$ cat src/rtl/fafc_pkg.sv
// shared types and constants for the fifo-replacement tag directory
package fafc_pkg;

    localparam int WAYS     = 16;
    localparam int IDX_W    = (WAYS > 1) ? $clog2(WAYS) : 1;
    localparam int CNT_W    = $clog2(WAYS + 1);
    localparam int ADDR_W   = 64;
    localparam int TAG_W    = 64;
    localparam int SHIFT_W  = 6;
    localparam int CTR_W    = 32;
    localparam int QDEPTH   = 2;
    localparam int QPTR_W   = 1;
    localparam int QCNT_W   = 2;

    localparam logic [SHIFT_W-1:0] SHIFT_RESET = SHIFT_W'(4);

    // occupancy flags of the request queue
    typedef struct packed {
        logic empty;
        logic full;
    } fafc_q_status_t;

    // sequencer states of the lookup engine
    typedef enum logic [2:0] {
        S_IDLE = 3'b001,
        S_SCAN = 3'b010,
        S_DONE = 3'b100
    } fafc_state_t;

endpackage

$ cat src/rtl/fafc_front.sv
// front end: shift register, request handshake and tag extraction
module fafc_front (
    input  logic                          clk,
    input  logic                          rst_n,
    input  logic                          cfg_valid,
    output logic                          cfg_ready,
    input  logic [fafc_pkg::SHIFT_W-1:0]  cfg_data,
    input  logic                          in_valid,
    output logic                          in_stall,
    input  logic [fafc_pkg::ADDR_W-1:0]   address,
    input  fafc_pkg::fafc_q_status_t      q_status,
    output logic                          push,
    output logic [fafc_pkg::TAG_W-1:0]    push_tag
);
    import fafc_pkg::*;

    logic [SHIFT_W-1:0] shift_reg;

    assign cfg_ready = 1'b1;

    always_ff @(posedge clk or negedge rst_n)
    begin
        if (!rst_n)
        begin
            shift_reg <= SHIFT_RESET;
        end
        else if (cfg_valid && cfg_ready)
        begin
            shift_reg <= cfg_data;
        end
    end

    assign in_stall = q_status.full;
    assign push     = in_valid && !in_stall;
    // tag is the address with its low shift_reg bits (the block offset) dropped
    assign push_tag = TAG_W'(address >> shift_reg);

endmodule

$ cat src/rtl/fafc_queue.sv
// two-entry tag queue between front end and lookup engine
module fafc_queue (
    input  logic                        clk,
    input  logic                        rst_n,
    input  logic                        push,
    input  logic [fafc_pkg::TAG_W-1:0]  push_tag,
    input  logic                        pop,
    output logic [fafc_pkg::TAG_W-1:0]  pop_tag,
    output fafc_pkg::fafc_q_status_t    status
);
    import fafc_pkg::*;

    logic [TAG_W-1:0]  entry_reg [QDEPTH];
    logic [QPTR_W-1:0] wr_ptr_reg, wr_ptr_next;
    logic [QPTR_W-1:0] rd_ptr_reg, rd_ptr_next;
    logic [QCNT_W-1:0] count_reg, count_next;

    assign status.empty = (count_reg == '0);
    assign status.full  = (count_reg == QCNT_W'(QDEPTH));
    assign pop_tag      = entry_reg[rd_ptr_reg];

    always_comb
    begin
        wr_ptr_next = push ? QPTR_W'(wr_ptr_reg + 1'b1) : wr_ptr_reg;
        rd_ptr_next = pop  ? QPTR_W'(rd_ptr_reg + 1'b1) : rd_ptr_reg;
        count_next  = count_reg;
        if (push && !pop)
        begin
            count_next = QCNT_W'(count_reg + 1'b1);
        end
        else if (pop && !push)
        begin
            count_next = QCNT_W'(count_reg - 1'b1);
        end
    end

    always_ff @(posedge clk or negedge rst_n)
    begin
        if (!rst_n)
        begin
            wr_ptr_reg <= '0;
            rd_ptr_reg <= '0;
            count_reg  <= '0;
        end
        else
        begin
            wr_ptr_reg <= wr_ptr_next;
            rd_ptr_reg <= rd_ptr_next;
            count_reg  <= count_next;
        end
    end

    always_ff @(posedge clk)
    begin
        if (push)
        begin
            entry_reg[wr_ptr_reg] <= push_tag;
        end
    end

endmodule

$ cat src/rtl/fafc_back.sv
// lookup engine: serial tag scan, fifo replacement, counters, result register
module fafc_back (
    input  logic                        clk,
    input  logic                        rst_n,
    input  fafc_pkg::fafc_q_status_t    q_status,
    input  logic [fafc_pkg::TAG_W-1:0]  q_tag,
    output logic                        pop,
    output logic                        out_valid,
    input  logic                        out_stall,
    output logic                        hit,
    output logic                        evicted,
    output logic [fafc_pkg::CTR_W-1:0]  hits_total,
    output logic [fafc_pkg::CTR_W-1:0]  misses_total,
    output logic [fafc_pkg::CTR_W-1:0]  evictions_total
);
    import fafc_pkg::*;

    logic [TAG_W-1:0] tag_mem [WAYS];
    logic [TAG_W-1:0] rd_data_reg;

    fafc_state_t      state_reg, state_next;
    logic [TAG_W-1:0] tag_reg, tag_next;
    logic [CNT_W-1:0] idx_reg, idx_next;
    logic             cmp_valid_reg, cmp_valid_next;
    logic [CNT_W-1:0] fill_reg, fill_next;
    logic [IDX_W-1:0] oldest_reg, oldest_next;
    logic [CTR_W-1:0] hit_cnt_reg, hit_cnt_next;
    logic [CTR_W-1:0] miss_cnt_reg, miss_cnt_next;
    logic [CTR_W-1:0] evict_cnt_reg, evict_cnt_next;
    logic             res_hit_reg, res_hit_next;
    logic             res_evict_reg, res_evict_next;
    logic             out_valid_reg, out_valid_next;
    logic             out_load;

    logic             match;
    logic             full;
    logic             wr_en;
    logic [IDX_W-1:0] wr_addr;

    assign match = cmp_valid_reg && (rd_data_reg == tag_reg);
    assign full  = (fill_reg == CNT_W'(WAYS));
    assign wr_addr = full ? oldest_reg : fill_reg[IDX_W-1:0];
    assign wr_en = (state_reg == S_SCAN) && !match && (idx_reg == fill_reg);
    assign out_load = (state_reg == S_DONE) && (!out_valid_reg || !out_stall);
    assign pop = (state_reg == S_IDLE) && !q_status.empty;

    always_comb
    begin
        state_next     = state_reg;
        tag_next       = tag_reg;
        idx_next       = idx_reg;
        cmp_valid_next = 1'b0;
        fill_next      = fill_reg;
        oldest_next    = oldest_reg;
        hit_cnt_next   = hit_cnt_reg;
        miss_cnt_next  = miss_cnt_reg;
        evict_cnt_next = evict_cnt_reg;
        res_hit_next   = res_hit_reg;
        res_evict_next = res_evict_reg;
        unique case (state_reg)
            S_IDLE:
            begin
                if (pop)
                begin
                    tag_next   = q_tag;
                    idx_next   = '0;
                    state_next = S_SCAN;
                end
            end
            S_SCAN:
            begin
                priority if (match)
                begin
                    res_hit_next   = 1'b1;
                    res_evict_next = 1'b0;
                    hit_cnt_next   = hit_cnt_reg + 1'b1;
                    state_next     = S_DONE;
                end
                else if (idx_reg == fill_reg)
                begin
                    // every valid way compared without a match
                    res_hit_next  = 1'b0;
                    miss_cnt_next = miss_cnt_reg + 1'b1;
                    if (full)
                    begin
                        res_evict_next = 1'b1;
                        evict_cnt_next = evict_cnt_reg + 1'b1;
                        oldest_next    = (oldest_reg == IDX_W'(WAYS - 1)) ? '0
                                         : IDX_W'(oldest_reg + 1'b1);
                    end
                    else
                    begin
                        res_evict_next = 1'b0;
                        fill_next      = CNT_W'(fill_reg + 1'b1);
                    end
                    state_next = S_DONE;
                end
                else
                begin
                    idx_next       = CNT_W'(idx_reg + 1'b1);
                    cmp_valid_next = 1'b1;
                end
            end
            S_DONE:
            begin
                if (out_load)
                begin
                    state_next = S_IDLE;
                end
            end
            default:
            begin
                state_next = S_IDLE;
            end
        endcase
    end

    always_comb
    begin
        out_valid_next = out_valid_reg;
        if (out_load)
        begin
            out_valid_next = 1'b1;
        end
        else if (out_valid_reg && !out_stall)
        begin
            out_valid_next = 1'b0;
        end
    end

    always_ff @(posedge clk or negedge rst_n)
    begin
        if (!rst_n)
        begin
            state_reg     <= S_IDLE;
            idx_reg       <= '0;
            cmp_valid_reg <= 1'b0;
            fill_reg      <= '0;
            oldest_reg    <= '0;
            hit_cnt_reg   <= '0;
            miss_cnt_reg  <= '0;
            evict_cnt_reg <= '0;
            out_valid_reg <= 1'b0;
        end
        else
        begin
            state_reg     <= state_next;
            idx_reg       <= idx_next;
            cmp_valid_reg <= cmp_valid_next;
            fill_reg      <= fill_next;
            oldest_reg    <= oldest_next;
            hit_cnt_reg   <= hit_cnt_next;
            miss_cnt_reg  <= miss_cnt_next;
            evict_cnt_reg <= evict_cnt_next;
            out_valid_reg <= out_valid_next;
        end
    end

    always_ff @(posedge clk)
    begin
        tag_reg       <= tag_next;
        res_hit_reg   <= res_hit_next;
        res_evict_reg <= res_evict_next;
        if (out_load)
        begin
            hit             <= res_hit_reg;
            evicted         <= res_evict_reg;
            hits_total      <= hit_cnt_reg;
            misses_total    <= miss_cnt_reg;
            evictions_total <= evict_cnt_reg;
        end
    end

    // tag store, one write and one registered read port
    always_ff @(posedge clk)
    begin
        if (wr_en)
        begin
            tag_mem[wr_addr] <= tag_reg;
        end
        rd_data_reg <= tag_mem[idx_reg[IDX_W-1:0]];
    end

    assign out_valid = out_valid_reg;

endmodule

$ cat src/rtl/fully_associative_fifo_cache_tags_top.sv
// top level of the fully associative tag directory with fifo replacement
// lookup: a request accepted into the queue is scanned way by way; on a miss all f valid
//   ways are compared, on a hit in way k the scan stops there; f is at most 16
// flow: one request in the lookup engine at a time, up to two more wait in the queue; set by
//   the way-by-way scan through one read port; a stalled result holds the next request back
// reset: rst_n async, active low; clears control state and counters, shift back to 4
module fully_associative_fifo_cache_tags_top (
    input  logic                          clk,
    input  logic                          rst_n,
    // configuration write: address_shift
    input  logic                          cfg_valid,
    output logic                          cfg_ready,
    input  logic [fafc_pkg::SHIFT_W-1:0]  cfg_data,
    // request channel
    input  logic                          in_valid,
    output logic                          in_stall,
    input  logic [fafc_pkg::ADDR_W-1:0]   address,
    // result channel
    output logic                          out_valid,
    input  logic                          out_stall,
    output logic                          hit,
    output logic                          evicted,
    output logic [fafc_pkg::CTR_W-1:0]    hits_total,
    output logic [fafc_pkg::CTR_W-1:0]    misses_total,
    output logic [fafc_pkg::CTR_W-1:0]    evictions_total
);
    import fafc_pkg::*;

    // front to queue
    logic             push;
    logic [TAG_W-1:0] push_tag;
    // queue to lookup engine
    logic             pop;
    logic [TAG_W-1:0] pop_tag;
    fafc_q_status_t   q_status;

    // front end takes requests while the queue has room and forms the tag
    fafc_front u_front (
        .clk      (clk),
        .rst_n    (rst_n),
        .cfg_valid(cfg_valid),
        .cfg_ready(cfg_ready),
        .cfg_data (cfg_data),
        .in_valid (in_valid),
        .in_stall (in_stall),
        .address  (address),
        .q_status (q_status),
        .push     (push),
        .push_tag (push_tag)
    );

    // short queue decouples the request side from the serial lookup
    fafc_queue u_queue (
        .clk     (clk),
        .rst_n   (rst_n),
        .push    (push),
        .push_tag(push_tag),
        .pop     (pop),
        .pop_tag (pop_tag),
        .status  (q_status)
    );

    // lookup engine scans the valid ways, replaces in fifo order, keeps counters
    // and holds the finished result in an output register
    fafc_back u_back (
        .clk            (clk),
        .rst_n          (rst_n),
        .q_status       (q_status),
        .q_tag          (pop_tag),
        .pop            (pop),
        .out_valid      (out_valid),
        .out_stall      (out_stall),
        .hit            (hit),
        .evicted        (evicted),
        .hits_total     (hits_total),
        .misses_total   (misses_total),
        .evictions_total(evictions_total)
    );

endmodule
$ cat config.mk
export PLATFORM = sky130hd
export DESIGN_NAME = fully_associative_fifo_cache_tags_top
export DESIGN_NICKNAME = d
export VERILOG_FILES = /design/src/rtl/fafc_pkg.sv /design/src/rtl/fafc_front.sv /design/src/rtl/fafc_queue.sv /design/src/rtl/fafc_back.sv /design/src/rtl/fully_associative_fifo_cache_tags_top.sv
export SDC_FILE = /design/constraint.sdc
export NUM_CORES = 2
export LEC_CHECK = 0
export BUFFER_PORTS_ARGS = -buffer_cell sky130_fd_sc_hd__buf_2
export CORE_ASPECT_RATIO = 0.6
export CORE_MARGIN = 3
export CORE_UTILIZATION = 61
export DETAILED_ROUTE_END_ITERATION = 12
export PLACE_DENSITY_LB_ADDON = 0.25
export SLEW_MARGIN = 20
export SYNTH_ARGS = -nofsm -noshare
export SYNTH_HDL_FRONTEND = slang
export SYNTH_SLANG_ARGS = --single-unit
$ cat constraint.sdc
create_clock -name clk -period 7.4 [get_ports clk]
set_input_delay 2.22 -clock clk [delete_from_list [all_inputs] [get_ports clk]]
set_output_delay 2.22 -clock clk [all_outputs]
set_load 0.03 [all_outputs]
==> flow_metrics.env <==
export IMPL_layout_cells_non_filler=5049
export IMPL_met3_wirelength_mm=16.8
export IMPL_min_from="u_back.res_hit_reg"
export IMPL_timing_hold_ws_ns=0.423
export IMPL_grt_max_degree=108
export IMPL_gp_congestion=1.01
export IMPL_layout_common_cells="edfxtp_1, mux2i_1, mux4_2"
export IMPL_largest_register_ffs=1024
export IMPL_critical_path_max_stage_delay_ns=0.76
export IMPL_wl_met1_mm=60.5
export IMPL_die_h_um=250
export IMPL_leakage_uw=0.0228
export IMPL_drt_wl_total_mm=145
export IMPL_drc=0
export IMPL_ios=176
export IMPL_criticalPathCategory="flip-flop to flip-flop"
export IMPL_detail_route_antenna_nets=0
export IMPL_rsz0062_at_grt="false"
export IMPL_worst_path_buf_inv=2
export IMPL_cp_slowest_cell="or2_1"
export IMPL_r2r_end="u_back.tag_mem[2][54]"
export IMPL_yosysWarnings=0
export IMPL_drive_gt1_share_pct=21.7
export IMPL_slew_viol_final=0
export IMPL_cts_htree_levels=4
export IMPL_finalSetupTns_ns=0
export IMPL_critPathArrivalTime_ns=4.99
export IMPL_ctsHoldBuffers=0
export IMPL_ctsRootBufferMaster="clkbuf_16"
export IMPL_finalCritPeriodShare_pct=63.3
export IMPL_grt_pass1_vias=32600
export IMPL_cp_top_family="simple AND/OR/NAND/NOR gates"
export IMPL_worstHoldPathType="flip-flop to flip-flop"
export IMPL_post_cts_setup_buffers=0
export IMPL_drt_initial_drc_count=4314
export IMPL_r2r_start="u_back.tag_reg[48]"
export IMPL_reg2reg_slack_ns=2.72
export IMPL_grt_overflow_total=0
export IMPL_dr_wl_met2_mm=65.1
export IMPL_syn_num_nets=3535
export IMPL_synth_area_um2=60600
export IMPL_clock_fmax_mhz=214
export IMPL_crit_chain="xnor2_1 > nand4_1 > nor3_1 > nand3_1 > o21ai_4 > or2_1 > nor3_2 > buf_4 > buf_4"
export IMPL_clk_latency_ns=0.75
export IMPL_drt_pass1_iterations=6
export IMPL_critPathCaptureType="flip-flop"
export IMPL_hold_viol_final=0
export IMPL_path_max_fanout=51
export IMPL_rows=88
export IMPL_top_layer_used="met5"
export IMPL_fin_skew_ns=0.0328
export IMPL_antenna_found_initial=1
export IMPL_nets=3716
export IMPL_maxSlewHeadroom_pct=22.8
export IMPL_dp_cells=4802
export IMPL_avgSynthCellArea_um2=17.5
export IMPL_clkSlewWorstSetupHoldPaths_ns=0.06
export IMPL_synth_ff_type="edfxtp_1"
export IMPL_outcome="finished, final reports clean"
export IMPL_synth_seq_area_share_pct=72.5
export IMPL_async_reset_ff_share_pct=8.31
export IMPL_worst_pin_slew_ns=1.16
export IMPL_portBuffers=174
export IMPL_worst_ir_drop_vdd_mv=0.252
export IMPL_vias_per_cell=6.61
export IMPL_start_util_pct=62.3
export IMPL_die_area_um2=103000
export IMPL_setup_violations=0
export IMPL_syn_to_final_growth_pct=11.2
export IMPL_drt_wirelength_per_cell_um=28.8
export IMPL_ys_ff_latch=1505
export IMPL_reg2regPathDepth=9
export IMPL_crit_top_cell="buf_4"
export IMPL_pwr_density_cell_nw_per_um2=350
export IMPL_cts_tree="done"
export IMPL_cts_sinks=1505
export IMPL_hold_end="u_back.hit"
export IMPL_cap_violations=0
export IMPL_holdPathStages=0
export IMPL_grt_pass1_wl_mm=215
export IMPL_core_area_um2=97200
export IMPL_cts_buffer_depth=3
export IMPL_layout_commonest_cell="edfxtp_1"
export IMPL_cts_resized_gates=0
export IMPL_synth_cell_type_count=68
export IMPL_period_needed_ns=4.68
export IMPL_synth_edf_count=1316
export IMPL_startpoint_type="flip-flop"
export IMPL_die_x_um=413
export IMPL_vias=33400
export IMPL_syn_inst=3452
export IMPL_required_ns=7.71
export IMPL_track_usage_pct=28.3
export IMPL_place_hpwl_mm=85.6
export IMPL_numCtsBuffers=133
-- per-layer routing --
metal / up-vias / track usage, %
met1: 17200 / 43.7
li1: 14200 / -
met5: - / 0.746
met2: 1800 / 40.6
met3: 184 / 7.57
met4: 2 / 7.20
-- per-stage QoR --
step | worst slack, ns | utilization, % | area, um^2 | power, uW
2_1_floorplan | 0.737 | - | 60600 | 14900
3_3_place_gp | 2.92 | 64.8 | 63000 | 16500
3_5_place_dp | 2.82 | 64.8 | 63000 | 16700
4_1_cts | 2.79 | 69.3 | 67300 | 23600
5_1_grt | 2.48 | 69.3 | 67400 | 24400
6_report | 2.72 | 69.3 | 67400 | 23600
-- synth_stat cells (all sizes together), types with 62 or more instances --
cell type / n / share of area (%)
edfxtp: 1316 / 65
mux2i: 301 / 5.0
mux4: 195 / 7.3
nand2: 142 / 0.88
clkbuf: 130 / 0.81
mux2: 130 / 2.4
a221oi: 128 / 1.9
dfrtp: 123 / 5.1
nor2: 115 / 0.71
o21ai: 94 / 0.78
xor2: 92 / 1.3
nor3: 67 / 0.57
buf: 65 / 0.46
dfxtp: 64 / 2.1
a22oi: 62 / 0.77
-- logic make-up after synthesis --
family                   after synthesis  share of synthesized area [%]
flip-flops                          1505                           72.5
AO/OA/AOI/OAI                        379                           4.43
AND/OR/NAND/NOR                      542                           4.47
buffers and inverters                238                           1.53
multiplexers                         626                           14.6
adder cells (fa/ha/maj)                8                          0.165
XOR/XNOR                             153                           2.21
other                                  1                        0.00619
-- cell type report --
class	count	area (um^2)
flip-flops and latches	1505	44000
fillers	5927	29900
multi-input cells	1709	15800
clock buffers	182	3740
well taps	1305	1630
repair buffers	241	1430
clock inverters	63	617
inverters	43	161
diodes	1	2.50
-- power by group --
part / internal, uW / leakage (uW) / total, uW / switching (uW)
combinational: 1710 / 0.00645 / 4430 / 2720
sequential: 11000 / 0.0142 / 12200 / 1240
clock: 3920 / 0.00214 / 6920 / 3010
total: 16600 / 0.0228 / 23600 / 6970
-- how the worst max path moves through the flow --
| stage | cells after the start | start | slack, ns | to |
|---|---|---|---|---|
| after floorplan | 9 | u_back.tag_reg[24] | 0.74 | u_back.tag_mem[7][0] |
| after global placement | 9 | u_back.tag_reg[48] | 2.92 | u_back.tag_mem[2][48] |
| after detailed placement | 9 | u_back.tag_reg[48] | 2.82 | u_back.tag_mem[0][15] |
| after CTS | 9 | u_back.tag_reg[48] | 2.79 | u_back.tag_mem[0][54] |
| after global routing | 9 | u_back.tag_reg[6] | 2.48 | u_back.tag_mem[3][54] |
| final | 9 | u_back.tag_reg[48] | 2.72 | u_back.tag_mem[2][54] |
Power figures use the tool's default switching activity.
